## src/sacl_ram.sv

```systemverilog
// Generic single-port-write, single-port-read RAM with registered read data.
`default_nettype none

module sacl_ram #(
   parameter int WIDTH = 8,
   parameter int DEPTH = 16,
   localparam int AW = (DEPTH > 1) ? $clog2(DEPTH) : 1
) (
   input  wire logic             clock,
   input  wire logic             wr_en,
   input  wire logic [AW-1:0]    wr_addr,
   input  wire logic [WIDTH-1:0] wr_data,
   input  wire logic             rd_en,
   input  wire logic [AW-1:0]    rd_addr,
   output logic      [WIDTH-1:0] rd_data
);

   logic [WIDTH-1:0] mem_ff [DEPTH];
   logic [WIDTH-1:0] rd_data_ff;

   always_ff @(posedge clock) begin
      if (wr_en) begin
         mem_ff[wr_addr] <= wr_data;
      end
      if (rd_en) begin
         rd_data_ff <= mem_ff[rd_addr];
      end
   end

   assign rd_data = rd_data_ff;

endmodule

`default_nettype wire

```

## config.mk

```make
export PLATFORM = sky130hd
export DESIGN_NAME = sacl_ram
export DESIGN_NICKNAME = d
export VERILOG_FILES = /design/src/sacl_ram.sv
export SDC_FILE = /design/constraint.sdc
export NUM_CORES = 1
export LEC_CHECK = 0
export ABC_CLOCK_PERIOD_IN_PS = 2500
export BUFFER_PORTS_ARGS = -buffer_cell sky130_fd_sc_hd__buf_2
export CAP_MARGIN = 20
export CORE_MARGIN = 2
export CORE_UTILIZATION = 55
export CTS_BUF_LIST = sky130_fd_sc_hd__clkbuf_4 sky130_fd_sc_hd__clkbuf_8
export DETAILED_ROUTE_END_ITERATION = 10
export PLACE_DENSITY_LB_ADDON = 0.25
export SLEW_MARGIN = 20
export SYNTH_ARGS = -nofsm -noshare
export SYNTH_HDL_FRONTEND = slang
export SYNTH_SLANG_ARGS = --single-unit
```

## constraint.sdc

```tcl
create_clock -name clock -period 2.5 [get_ports clock]
set_input_delay 0.5 -clock clock [delete_from_list [all_inputs] [get_ports clock]]
set_output_delay 0.5 -clock clock [all_outputs]
set_load 0.05 [all_outputs]
```

* Yosys cells after proc, flatten, opt, wreduce, memory -nomap -nowiden
Memories as Yosys holds them, arrays and structs flattened. A register that Yosys moved wholly into a read port is not among the register bits.
Cells that the tools add are included.
** Storage, ports and cells
- Register bits after elaboration :: 0
- Bits in latches :: 0
- RAM bits :: 128
- ROM bits :: 0
- Input port bits :: 19
- Output and inout bits :: 8
- Word-level logic and storage cells :: 3
- Memories kept :: 1
** Operators by class
- $add $sub $neg :: 0
- Multiply operators :: 0
- Div/mod/pow operators :: 0
- Order comparisons :: 0
- Eq/ne operators :: 0
- Shift-type cells :: 0
- Muxes and demuxes :: 2
- Bitwise logic cells :: 0
- Reduce and logical (&&, ||, !) cells :: 0
** Memory list
- mem_ff :: depth 16, width 8, read ports 1, clocked after Yosys merged registers in 1, wr ports 1, line 18 : logic [WIDTH-1:0] mem_ff [DEPTH];
** Operator list (count)
- 2-to-1 mux 1 bit :: 2

* Logic depth before layout (Yosys ltp)
- Depth in word-level cells :: 2
- Gate-level depth with buffers :: 5
- Mapped depth without buffers :: 3

* Worst setup path before layout
Ideal clock, no wire load.
- Path type :: input port to flip-flop
- Start point :: input port wr_addr[2]
- End point :: memory mem_ff[0][0], enable pin
- Setup time :: 0.383 ns
- Data arrival time :: 1.610 ns
- Path slack :: 0.507 ns
- Cell stages on the path :: 2
- Cell sequence :: or3b_2 -> nor3_1
** RTL lines
- start: declaration :: line 11 : input wire logic [AW-1:0] wr_addr,
- end: declaration :: line 18
Straight into the memory's write port.

==> out/qor.yml <==
floorplanning:
  die_width_um: 101
  dieArea_sq_um: 10300
  die_y_um: 101
  pin_count: 27
  initial_core_util_pct: 56.6
  fp.coreArea_sq_um: 9240
  row_count: 35
pwr:
  power_density_nw_per_um2: 765
  ir_drop_uv: 457
  fin_total_pwr_mw: 4.61
  power.leakage_nw: 2.02
cts:
  path_clk_slew_ns: 0.08
  numCtsBuffers: 17
  cts.sinks: 136
  ctsResizeCount: 0
  holdBufCountCts: 0
  cts_tree: "yes"
  cts_root_buf: "clkbuf_8"
  h-tree-depth: 4
  post-cts-setup-buffers: 0
  insertion_delay_ns: 0.43
  cts_buffer_depth: 2
synthesis:
  yosys_register_bits: 136
  synth_top_area_cell: "edfxtp_1"
  synth_warnings: 0
  synth_area_sq_um: 5230
  synth_cell_type_count: 18
  avgSynthCellArea_sq_um: 22.8
  synth_fp_nets: 248
  syn-instance-count: 229
  yosysSeqAreaShare_pct: 78.1
  synth.area.top_cells: "edfxtp_1 (78%), mux4_2 (7.8%), mux4_1 (7.0%)"
  synth_top_area_share_pct: 78.1
global_route:
  grt_usage_pct: 21.5
  overflow: 0
  grt_pass1_vias: 2624
  grt_pass1_wl_mm: 15.1
  grt_max_degree: 33
  antenna_found_initial: 0
placement:
  gp_congestion: 0.745
  hpwlAfterDp_mm: 6.14
  portBuffers: 26
run:
  cap_violations: 0
setup_path:
  reg2reg_slack_ns: 1.01
  cp_slowest_cell: "mux4_1"
  slowest_delay_ns: 0.61
  worst_path_dominant_cell_family: "multiplexers"
  arrival_ns: 1.83
  crit_cells: 5
  crit_buf_inv: 2
  reg2reg_depth: 3
  crit_path_cell_trace: "buf_2, buf_12, mux4_1, a22oi_1, nand2_1"
  cp.required_ns: 2.67
  path_class: "in2reg"
  crit_path_max_fanout: 32
  worstSetupStartpointType: "input port"
  end_kind: "flip-flop"
route:
  via_per_inst: 5.96
  vias: 2534
  firstDrtPassIters: 4
  drt_iter0_drc: 250
  remaining_drc_errors: 0
  route.antenna.remaining_nets: 0
  detail_route.wl_per_cell_um: 23.1
  wirelength_mm: 9.82
timing:
  fin_worst_skew_ns: 0.00677
  fin_tns_setup_ns: 0
  rsz0062_at_grt: "false"
  timing.fmax_mhz: 602
  fin_crit_ns: 1.66
  hold_viol: 0
  slew_violations: 0
  relSlewSlack_pct: 47.2
  final-setup-viol-count: 0
  worst_pin_slew_ns: 0.790
  final.period_utilization_pct: 66.4
final_layout:
  final_common_cell: "edfxtp_1"
  syn_to_final_growth_pct: 15.2
  mostFrequentLayoutCells: "edfxtp_1 (136), buf_2 (26), mux4_2 (18), buf_4 (18), clkbuf_8 (17)"
  diodes: 0
  drive_gt1_share_pct: 31.8
  final_nets: 304
  n_fill_cell: 609
worst_hold_path:
  hold_path_class: "in2reg"
  hold_depth: 1
outcome:
  status: "complete, no violations"
==> synthesized netlist by cell type (all sizes together) <==
cell type	instances
a22oi	16
and2	1
and2b	1
buf	7
clkdlybuf4s25	3
edfxtp	136
mux4	32
nand2	9
nand2b	2
nand3	1
nand3b	2
nor2	13
nor2b	1
nor3	4
or3b	1
==> report_power, final <==
| group | internal, mW | switching (mW) | total (mW) |
|---|---|---|---|
| sequential | 2.57 | 0.0140 | 2.58 |
| combinational | 0.103 | 0.171 | 0.274 |
| clock | 0.966 | 0.786 | 1.75 |
| total | 3.64 | 0.971 | 4.61 |
==> worst reg2reg max path: cells and delay by family, from the launching register on <==
family / cells / cell delay, ns
and+or+nand+nor: 1 / 0.11
DFF: 1 / 0.35
muxes: 1 / 0.53
AOI/OAI and AO/OA: 1 / 0.24
==> worst paths after layout <==
check / start / endpoint
hold reg to reg: mem_ff[8][2] / rd_data[2]
setup reg to reg: mem_ff[5][0] / rd_data[0]
setup / recovery: rd_addr[0] / rd_data[0]
hold / removal: rd_en / rd_data[2]
==> per-layer routing <==
metal / vias to the layer above / wire length (um) / share of wire [%] / GRT usage, %
li1: 1086 / - / - / -
met1: 1300 / 4180 / 43 / 30.1
met2: 124 / 4730 / 48 / 32.9
met3: 24 / 680 / 6.9 / 5.52
met4: 0 / 230 / 2.3 / 9.04
met5: - / 0 / 0 / 0
==> through the flow <==
step                util (%)  setup WS (ns)  cell area, sq um  std cells  hold WS, ns
floorplan                  -          0.507              5230        229        0.599
global placement        60.9          0.393              5630        395        0.727
detailed placement      60.9          0.375              5630        395        0.750
CTS                     65.1          0.845              6020        425        0.429
global route            65.1          0.788              6020        425        0.436
finish                  65.1          0.839              6020        425        0.446
==> cell type report <==
class                           count  area [sq um]  area share (%)
Clock inverter                     13           158            2.62
Sequential cell                   136          4080            67.8
Clock buffer                       17           234            3.89
Multi-Input combinational cell     83          1060            17.6
Timing Repair Buffer               47           325            5.40
Tap cell                          129           161            2.68
==> registers in the layout (all words and copies together) (netlist names) <==
signal / count
mem_ff: 128
rd_data: 8
==> kinds of logic after synthesis <==
group | Yosys count | share of synthesized area (%)
flip-flops | 136 | 78.1
AND/OR/NAND/NOR | 35 | 3.14
multiplexers | 32 | 14.8
AO/OA/AOI/OAI | 16 | 2.30
buffers and inverters | 10 | 1.65
Note: power is estimated with default switching activity, not from simulation.
