[src/sacl_pkg.sv]
// Shared constants, types and helpers of the set-associative LRU tag store.
`default_nettype none

package sacl_pkg;

   localparam int SETS = 1024;
   localparam int WAYS = 16;

   localparam int ADDR_W    = 48;
   localparam int TID_W     = 6;
   localparam int CAT_W     = 4;
   localparam int STAMP_W   = 32;
   localparam int HITS_W    = 32;
   localparam int WAY_OUT_W = 4;

   localparam int SET_AW  = (SETS > 1) ? $clog2(SETS) : 1;
   localparam int WAY_W   = (WAYS > 1) ? $clog2(WAYS) : 1;
   localparam int LVLS    = $clog2(WAYS);
   localparam int WAYS_P2 = 1 << LVLS;
   localparam int LVL_W   = (LVLS > 0) ? $clog2(LVLS + 1) : 1;

   localparam logic [STAMP_W-1:0] STAMP_MAX = {STAMP_W{1'b1}};
   localparam logic [HITS_W-1:0]  HITS_MAX  = {HITS_W{1'b1}};

   typedef struct packed {
      logic [ADDR_W-1:0]  addr;
      logic [STAMP_W-1:0] stamp;
      logic [HITS_W-1:0]  hits;
      logic [TID_W-1:0]   owner;
      logic [CAT_W-1:0]   cat;
   } line_type;

   typedef line_type [WAYS-1:0] row_type;

   typedef logic [WAYS-1:0][STAMP_W-1:0] stamp_vec_type;

   typedef struct packed {
      logic [WAYS-1:0]    valid;
      logic [STAMP_W-1:0] clock;
   } status_type;

   typedef struct packed {
      logic [WAY_W-1:0]   way;
      logic [STAMP_W-1:0] stamp;
   } cand_type;

   localparam int ROW_W  = $bits(row_type);
   localparam int STAT_W = $bits(status_type);

   function automatic logic [SET_AW-1:0] set_of(input logic [ADDR_W-1:0] a);
      if (SETS > 1) begin
         return a[SET_AW-1:0];
      end else begin
         return '0;
      end
   endfunction

endpackage

`default_nettype wire

[src/sacl_lru_search.sv]
// Oldest-stamp search over one set: pairwise reduction, one tree level per cycle.
`default_nettype none

module sacl_lru_search
   import sacl_pkg::*;
(
   input  wire logic             clock,
   input  wire logic             reset,
   input  wire logic             start,
   input  wire stamp_vec_type    stamps,
   output logic                  done,
   output logic [WAY_W-1:0]      victim_way
);

   cand_type [WAYS_P2-1:0] cand_ff, cand_in;
   logic     [LVL_W-1:0]   lvl_ff, lvl_in;

   always_comb begin
      cand_in = cand_ff;
      lvl_in  = lvl_ff;
      if (start) begin
         for (int i = 0; i < WAYS_P2; i++) begin
            if (i < WAYS) begin
               cand_in[i] = '{way: WAY_W'(i), stamp: stamps[i]};
            end else begin
               // padding never wins: it is never strictly older
               cand_in[i] = '{way: '0, stamp: STAMP_MAX};
            end
         end
         lvl_in = LVL_W'(LVLS);
      end else if (lvl_ff != '0) begin
         // lower index keeps ties
         for (int i = 0; i < WAYS_P2 / 2; i++) begin
            if (cand_ff[2*i+1].stamp < cand_ff[2*i].stamp) begin
               cand_in[i] = cand_ff[2*i+1];
            end else begin
               cand_in[i] = cand_ff[2*i];
            end
         end
         lvl_in = lvl_ff - 1'b1;
      end
   end

   always_ff @(posedge clock) begin
      cand_ff <= cand_in;
      if (reset) begin
         lvl_ff <= '0;
      end else begin
         lvl_ff <= lvl_in;
      end
   end

   assign done       = (lvl_ff == '0);
   assign victim_way = cand_ff[0].way;

endmodule

`default_nettype wire

[config.mk]
export PLATFORM = sky130hd
export DESIGN_NAME = sacl_lru_search
export DESIGN_NICKNAME = d
export VERILOG_FILES = /design/src/sacl_pkg.sv /design/src/sacl_lru_search.sv
export SDC_FILE = /design/constraint.sdc
export NUM_CORES = 1
export LEC_CHECK = 0
export BUFFER_PORTS_ARGS = -buffer_cell sky130_fd_sc_hd__clkbuf_2
export CAP_MARGIN = 20
export CORE_MARGIN = 2
export CORE_UTILIZATION = 45
export DETAILED_ROUTE_END_ITERATION = 6
export PLACE_DENSITY = 0.67
export SYNTH_ARGS = -nofsm -noshare
export SYNTH_HDL_FRONTEND = slang
export SYNTH_SLANG_ARGS = --single-unit
[constraint.sdc]
create_clock -name clock -period 17.6 [get_ports clock]
set_clock_uncertainty 0.15 [all_clocks]
set_input_delay 0.88 -clock clock [delete_from_list [all_inputs] [get_ports clock]]
set_output_delay 0.88 -clock clock [all_outputs]
set_load 0.03 [all_outputs]
Word-level counts from Yosys, hierarchy flattened
Index checks and enable logic that the tools add are counted. W data, S select, Z words.

Magnitude comparators: 8. $add $sub $neg: 1. Mux-type cells: 12. Reductions and logical operators: 7.

Operators by type and width (number): $mux W284 (2); $lt A32 B32 Y1 (8); $mux W36 (4); $mux W33 (4); $mux W3 (2); $reduce_and A2 Y1 (2); $reduce_bool A2 Y1 (2); $logic_not A3 Y1 (1); $reduce_bool A3 Y1 (1); $sub A3 B1 Y3 const B (1); $reduce_or A2 Y1 (1).

Bits of input ports: 515. Bits in registers: 547. Output and inout port bits: 5. Word-level logic and storage cells: 54.

Logic depth before layout (Yosys ltp)
Gate-level depths: netlist (run 1).

Word-level depth: 4. Mapped depth: 11. Mapped depth without buffers: 9.

Least setup slack after synthesis (run 1)
Ideal clock, no wire load.

Path type: in2reg. Start: input start. End: register cand_ff[100] (netlist bit) (enable). Setup slack: 11.031 ns. Cell stages on the path: 4. Library setup time: 0.576 ns. Data required time: 16.874 ns. Buffers on the path: 2. Data arrival time: 5.843 ns. Cells stage by stage: clkbuf_1 -> clkbuf_1 -> nor2_1 -> inv_1.

Word-level cells in the longest chain between the ends: 1.

RTL lines: start: declaration (RTL line sacl_lru_search.sv:9) `input wire logic start,`; $reduce_bool A2 Y1 (no source line); end signal: assignment (RTL line sacl_lru_search.sv:45) `cand_ff <= cand_in;`; end: declaration (RTL line sacl_lru_search.sv:15) `cand_type [WAYS_P2-1:0] cand_ff, cand_in;`.

No other way between the ends. A chain may end at the register's enable or synchronous reset.

==> results of run 1 <==
-- cell usage after synthesis (2+ instances only) --
cell type,n,area share
edfxtp_1,512,0.54
nand2_1,287,0.038
inv_1,254,0.034
ha_1,250,0.11
nand3_1,208,0.037
o21ai_1,105,0.019
a21oi_1,100,0.018
o21ai_0,100,0.018
clkbuf_1,99,0.013
mux2i_1,71,0.025
o311ai_1,62,0.019
nand2b_1,52,0.011
a31o_1,43,0.013
a21o_1,39,0.010
o211ai_1,35,0.0093
nand4_1,34,0.0075
a32oi_1,33,0.010
nor2_1,26,0.0034
a31o_2,25,0.0077
dfxtp_1,24,0.017
buf_2,16,0.0028
buf_1,13,0.0017
a211oi_1,8,0.0021
buf_4,8,0.0021
nor3_1,7,0.0012
buf_6,6,0.0024
o31ai_1,6,0.0016
a2111oi_0,5,0.0015
and4_1,5,0.0015
nor4_1,5,0.0011
nor2b_1,4,0.00088
or4_1,4,0.0011
a221oi_1,3,0.00093
o211a_1,3,0.0011
o21a_1,3,0.00080
a211o_1,2,0.00062
a211oi_2,2,0.00088
a21oi_2,2,0.00062
a221oi_2,2,0.0011
a22oi_1,2,0.00053
a31oi_1,2,0.00044
or3_1,2,0.00044
or4b_1,2,0.00071
-- cell usage in the layout, fill, tap and decap left out, drive strengths merged, types with 5 or more instances in the layout --
| master | count |
|---|---|
| a2111oi | 6 |
| a211oi | 10 |
| a21o | 39 |
| a21oi | 102 |
| a221oi | 5 |
| a31o | 68 |
| a32oi | 33 |
| and4 | 6 |
| buf | 27 |
| bufinv | 5 |
| clkbuf | 592 |
| clkinv | 32 |
| dfxtp | 24 |
| diode | 16 |
| edfxtp | 512 |
| ha | 250 |
| inv | 256 |
| mux2i | 71 |
| nand2 | 287 |
| nand2b | 53 |
| nand3 | 208 |
| nand4 | 34 |
| nor2 | 26 |
| nor3 | 7 |
| nor4 | 5 |
| o211ai | 36 |
| o21ai | 205 |
| o311ai | 62 |
| o31ai | 6 |
-- metal layers --
| layer | vias up | routed length [um] | GRT usage |
|---|---|---|---|
| met1 | 10500 | 36600 | 0.356 |
| met2 | 849 | 40500 | 0.415 |
| met5 | - | 22 | 0 |
| met3 | 141 | 5780 | 0.0415 |
| li1 | 10200 | - | - |
| met4 | 4 | 2690 | 0.0971 |
-- stage by stage --
step / hold WS, ns / setup slack, ns / instance area (um2) / util
CTS: 0.238 / 12.92 / 33500 / 0.541
detailed placement: 0.300 / 12.98 / 31600 / 0.510
finish: 0.275 / 12.97 / 33600 / 0.543
global route: 0.246 / 12.65 / 33600 / 0.543
floorplan: 0.281 / 11.03 / 28300 / -
global placement: 0.292 / 13.20 / 31600 / 0.510
-- logic make-up (layout without fill, tap and decap cells) --
kind of cell,Yosys count,after routing,synth area share
simple gates,642,642,0.106
mux,71,71,0.0251
buf+inv,397,914,0.0560
flops,536,536,0.560
fa+ha+maj,250,250,0.111
compound gates,593,593,0.141
other cells,0,16,0
xor+xnor,1,1,0.000310
-- state kept, by name, indices dropped and copies added, names as in the netlist --
register    cells
victim_way      4
cand_ff       529
lvl_ff          3
-- power by group through the flow --
stage,clock network (W),logic [W],registers (W)
finish,0.00125,0.000792,0.00175
global route,0.00132,0.000885,0.00176
CTS,0.00127,0.000785,0.00175
detailed placement,0,0.000780,0.00177
global placement,0,0.000750,0.00177
floorplan,0,0.000541,0.00170
-- cell type report --
class | count | area (um2)
fill | 5459 | 28300
clock buffer | 74 | 1630
timing repair buffer | 545 | 2850
tap | 837 | 1050
sequential | 536 | 15900
inverter | 255 | 965
multi-input combinational | 1557 | 10900
clock inverter | 40 | 330
antenna | 16 | 40.0
-- path summary, 6_finish.rpt --
path	startpoint	endpoint	slack, ns	cells after the start
max reg2reg	lvl_ff[0]	cand_ff[246]	12.97	9
min reg2reg	cand_ff[248]	cand_ff[248]	0.31	2
min	stamps[425]	cand_ff[477]	0.28	1
max	lvl_ff[0]	cand_ff[246]	12.97	9
==> flow_summary.json, run 1 <==
{
  "status": "finished, final reports clean",
  "drt-total-wl_um": 85600,
  "dp.cells": 3728,
  "synth_area_um2": 28300,
  "drv_slew": 0,
  "critical_path_class": "flip-flop to flip-flop",
  "wl_per_cell_um": 22.2,
  "drc_errors": 0,
  "synth.distinct_cells": 62,
  "h-tree-depth": 2,
  "core_area_um2": 61900,
  "cts_tree": "yes",
  "start_util": 0.457,
  "min_path_type": "primary input to flip-flop",
  "worstPathRequired_ns": 17.88,
  "grt_max_degree": 174,
  "hpwl_um": 65400,
  "clockPowerShare": 0.330,
  "cp_slowest_stage_delay_ns": 0.84,
  "clk_latency_ns": 0.62,
  "hold_viol": 0,
  "final_layout_size_suffix_gt1_frac": 0.225,
  "worst-path-buf-inv": 4,
  "worstMarginPinSlew_ns": 1.14,
  "first_pass_iters": 6,
  "intPower_w": 0.00264,
  "cts_resized": 0,
  "instances_no_fill": 3860,
  "antenna_left": 0,
  "worst_path_most_repeated_cell": "buf_4",
  "syn_avg_cell_area_um2": 11.4,
  "grt_remaining_overflow": 0,
  "min_period_over_period": 0.263,
  "cp_top_family": "buffers and inverters",
  "ir_drop_mv": 0.0735,
  "setup_tns_ns": 0,
  "power_switching_w": 0.00115,
  "critPathCaptureType": "flip-flop",
  "cts_buffers": 61,
  "seqPwrFrac": 0.461,
  "fin_crit_ns": 4.63,
  "slowest_stage": "nor2_4",
  "cp.arrival_ns": 4.90,
  "seq_area_frac_synth": 0.560,
  "clockBufferDepth": 3,
  "fmax_mhz": 216,
  "ys_ff_latch": 536,
  "grt_pass1_vias": 21400,
  "setup_violations": 0,
  "gp_congestion": 0.923,
  "rsz0062_at_grt": "no",
  "drt_iter0_drc": 2039,
  "yosys_warnings": 0,
  "grtUsageTotal": 0.259,
  "async_reset_ff_frac": 0,
  "ys.flop_type": "edfxtp_1",
  "synth_fp_nets": 3255,
  "finalPower_w": 0.00379,
  "swShare": 0.303,
  "relSlewSlack": 0.241,
  "synthCells": 2490,
  "ioPinCount": 520,
  "max_cap_viol_count": 0,
  "root_buffer": "clkbuf_16",
  "synth-edff-count": 512,
  "area_growth_pct": 18.8,
  "power_density_nw_per_um2": 113,
  "dieArea_um2": 64900,
  "die_x_um": 255,
  "path_cells": "inv_1 > ha_1 > nand2b_1 > clkinv_1 > nor2_4 > buf_4 > buf_4 > nand3_1 > o311ai_1",
  "nets": 3721,
  "clk_pin_slew_worst_paths_ns": 0.07,
  "via_per_inst": 5.63,
  "cts_setup_buffers": 0,
  "vias": 21700,
  "fp.dieH_um": 255,
  "combPwrFrac": 0.209,
  "port_buffers": 519,
  "path_max_fanout": 76,
  "cts.sinks": 536,
  "hold_buffers": 0,
  "power.leakage_nw": 14.5,
  "grt_pass1_wl_um": 126000,
  "rows": 91,
  "antenna_found_initial": 18,
  "crit_path_start_kind": "flip-flop"
}
No activity file was read; power rests on OpenSTA's default activity.
==> inputs of run 2 (changes only) <==
Settings changed: PLACE_DENSITY 0.67 to 0.69.
Clock period 17.6 ns to 3.87 ns, I/O delays scaled along.
==> run 2 against run 1 <==
  * Die area stayed put
  * Setup slack worse by 13 ns
  * Design area is 16% higher
  * Maximum frequency up 30%
  * Sequential power grew to 4.5 times the previous value
==> flow_summary.json, run 2 (synthesis results as in run 1) <==
{
  "status": "finished, final reports clean",
  "area_growth_pct": 37.5,
  "layout_commonest_cell": "clkbuf_2",
  "largest_reg_flops": 529,
  "cts_tree": "yes",
  "path_cells": "ha_1 > nand2_1 > nor2_1 > or4b_1 > nor4_1 > a211oi_4 > buf_4 > o311ai_1",
  "antenna_left": 0,
  "cts.sinks": 536,
  "clk_pin_slew_worst_paths_ns": 0.06,
  "setup_tns_ns": 0,
  "dieArea_um2": 64900,
  "grt_pass1_vias": 25500,
  "most-common-layout-cells": "clkbuf_2 (518), dlygate4sd3_1 (514), edfxtp_1 (512)",
  "design_area_um2": 38900,
  "clockBufferDepth": 3,
  "fin_crit_ns": 3.56,
  "cp_slowest_stage_delay_ns": 0.63,
  "via_per_inst": 5.68,
  "critical_path_class": "flip-flop to flip-flop",
  "drv_slew": 0,
  "rows": 91,
  "ioPinCount": 520,
  "rsz0062_at_grt": "no",
  "drc_errors": 0,
  "largest_register": "cand_ff",
  "grtUsageTotal": 0.297,
  "h-tree-depth": 2,
  "min_path_type": "primary input to flip-flop",
  "slowest_stage": "o311ai_1",
  "cp.arrival_ns": 3.75,
  "hold_viol": 0,
  "placed_area_um2": 31900,
  "first_pass_iters": 6,
  "min_period_over_period": 0.920,
  "power_density_nw_per_um2": 453,
  "power.leakage_nw": 16.7,
  "worstPathRequired_ns": 4.06,
  "finish.utilization": 0.628,
  "setup_violations": 0,
  "root_buffer": "clkbuf_16",
  "port_buffers": 519,
  "hpwl_um": 65700,
  "antenna_found_initial": 24,
  "max_cap_viol_count": 0,
  "drt_iter0_drc": 2707,
  "core_area_um2": 61900,
  "gp_congestion": 0.923,
  "grt_max_degree": 138,
  "path_max_fanout": 32,
  "grt_pass1_wl_um": 145000,
  "cts_buffers": 59,
  "clk_latency_ns": 0.63,
  "cts_setup_buffers": 0,
  "worstMarginPinSlew_ns": 0.960,
  "fmax_mhz": 281,
  "fp.dieH_um": 255,
  "final_layout_size_suffix_gt1_frac": 0.195,
  "start_util": 0.457,
  "ir_drop_mv": 0.405,
  "grt_remaining_overflow": 0,
  "crit_path_start_kind": "flip-flop",
  "nets": 4246,
  "die_x_um": 255,
  "wl_per_cell_um": 22.4,
  "worst-path-buf-inv": 1,
  "cp_top_family": "simple AND/OR/NAND/NOR gates",
  "relSlewSlack": 0.360,
  "drt-total-wl_um": 98500,
  "critPathCaptureType": "flip-flop",
  "vias": 25000
}
==> run 2: cell types whose count changed in the layout (fill, tap and decap cells not counted), sizes merged <==
cell and change:
clkinv -9, buf +13, diode +6, inv -2, clkinvlp +1, clkbuf +9, bufinv -2, dlygate4sd3 +514
==> run 2: area by class of cell <==
cell class,count,area (um2)
fillers,4660,23000
flip-flops and latches,536,15900
multi-input cells,1557,10900
repair buffers,1072,8200
clock buffers,83,1630
well taps,837,1050
inverters,255,961
clock inverters,28,223
diodes,22,55.1
==> run 2: worst paths after layout <==
check                                    end         start  depth (start not counted)  slack [ns]
worst max register to register  cand_ff[225]  cand_ff[491]                          8        0.31
worst max-delay path            cand_ff[225]  cand_ff[491]                          8        0.31
worst min register to register  cand_ff[106]  cand_ff[106]                          2        0.31
worst min-delay path            cand_ff[496]   stamps[444]                          2        0.12
==> run 2: what timing repair did <==
| action | in CTS | in global routing |
|---|---|---|
| gates resized for setup | 0 | 0 |
| hold endpoints to repair | 522 | 0 |
| hold buffers | 514 | 0 |
==> run 2: power by group <==
part           switching (W)  internal (W)  leakage [nW]  total, W
clock                0.00236       0.00312         0.904   0.00548
sequential          0.000605       0.00732          5.41   0.00792
combinational        0.00243       0.00179          10.4   0.00422
==> run 2: per-layer routing <==
layer | track usage | wire length, um | vias to the layer above | share of wire
li1 | - | - | 11300 | -
met1 | 0.378 | 38800 | 12000 | 0.39
met2 | 0.482 | 46700 | 1332 | 0.47
met3 | 0.0609 | 7610 | 376 | 0.077
met4 | 0.150 | 5370 | 8 | 0.054
met5 | 0 | 52 | - | 0.00053
==> run 2: per-stage QoR <==
| stage | std cells | hold slack [ns] | setup WS [ns] | total power (W) |
|---|---|---|---|---|
| final | 4390 | 0.123 | 0.308 | 0.0176 |
| after global routing | 4387 | 0.110 | 0.107 | 0.0184 |
| after CTS | 4368 | 0.0812 | 0.339 | 0.0175 |
| after detailed placement | 3743 | 0.222 | 0.335 | 0.0117 |
| after global placement | 3742 | 0.221 | 0.410 | 0.0115 |
| after floorplan | 2490 | 0.113 | -0.780 | 0.0102 |
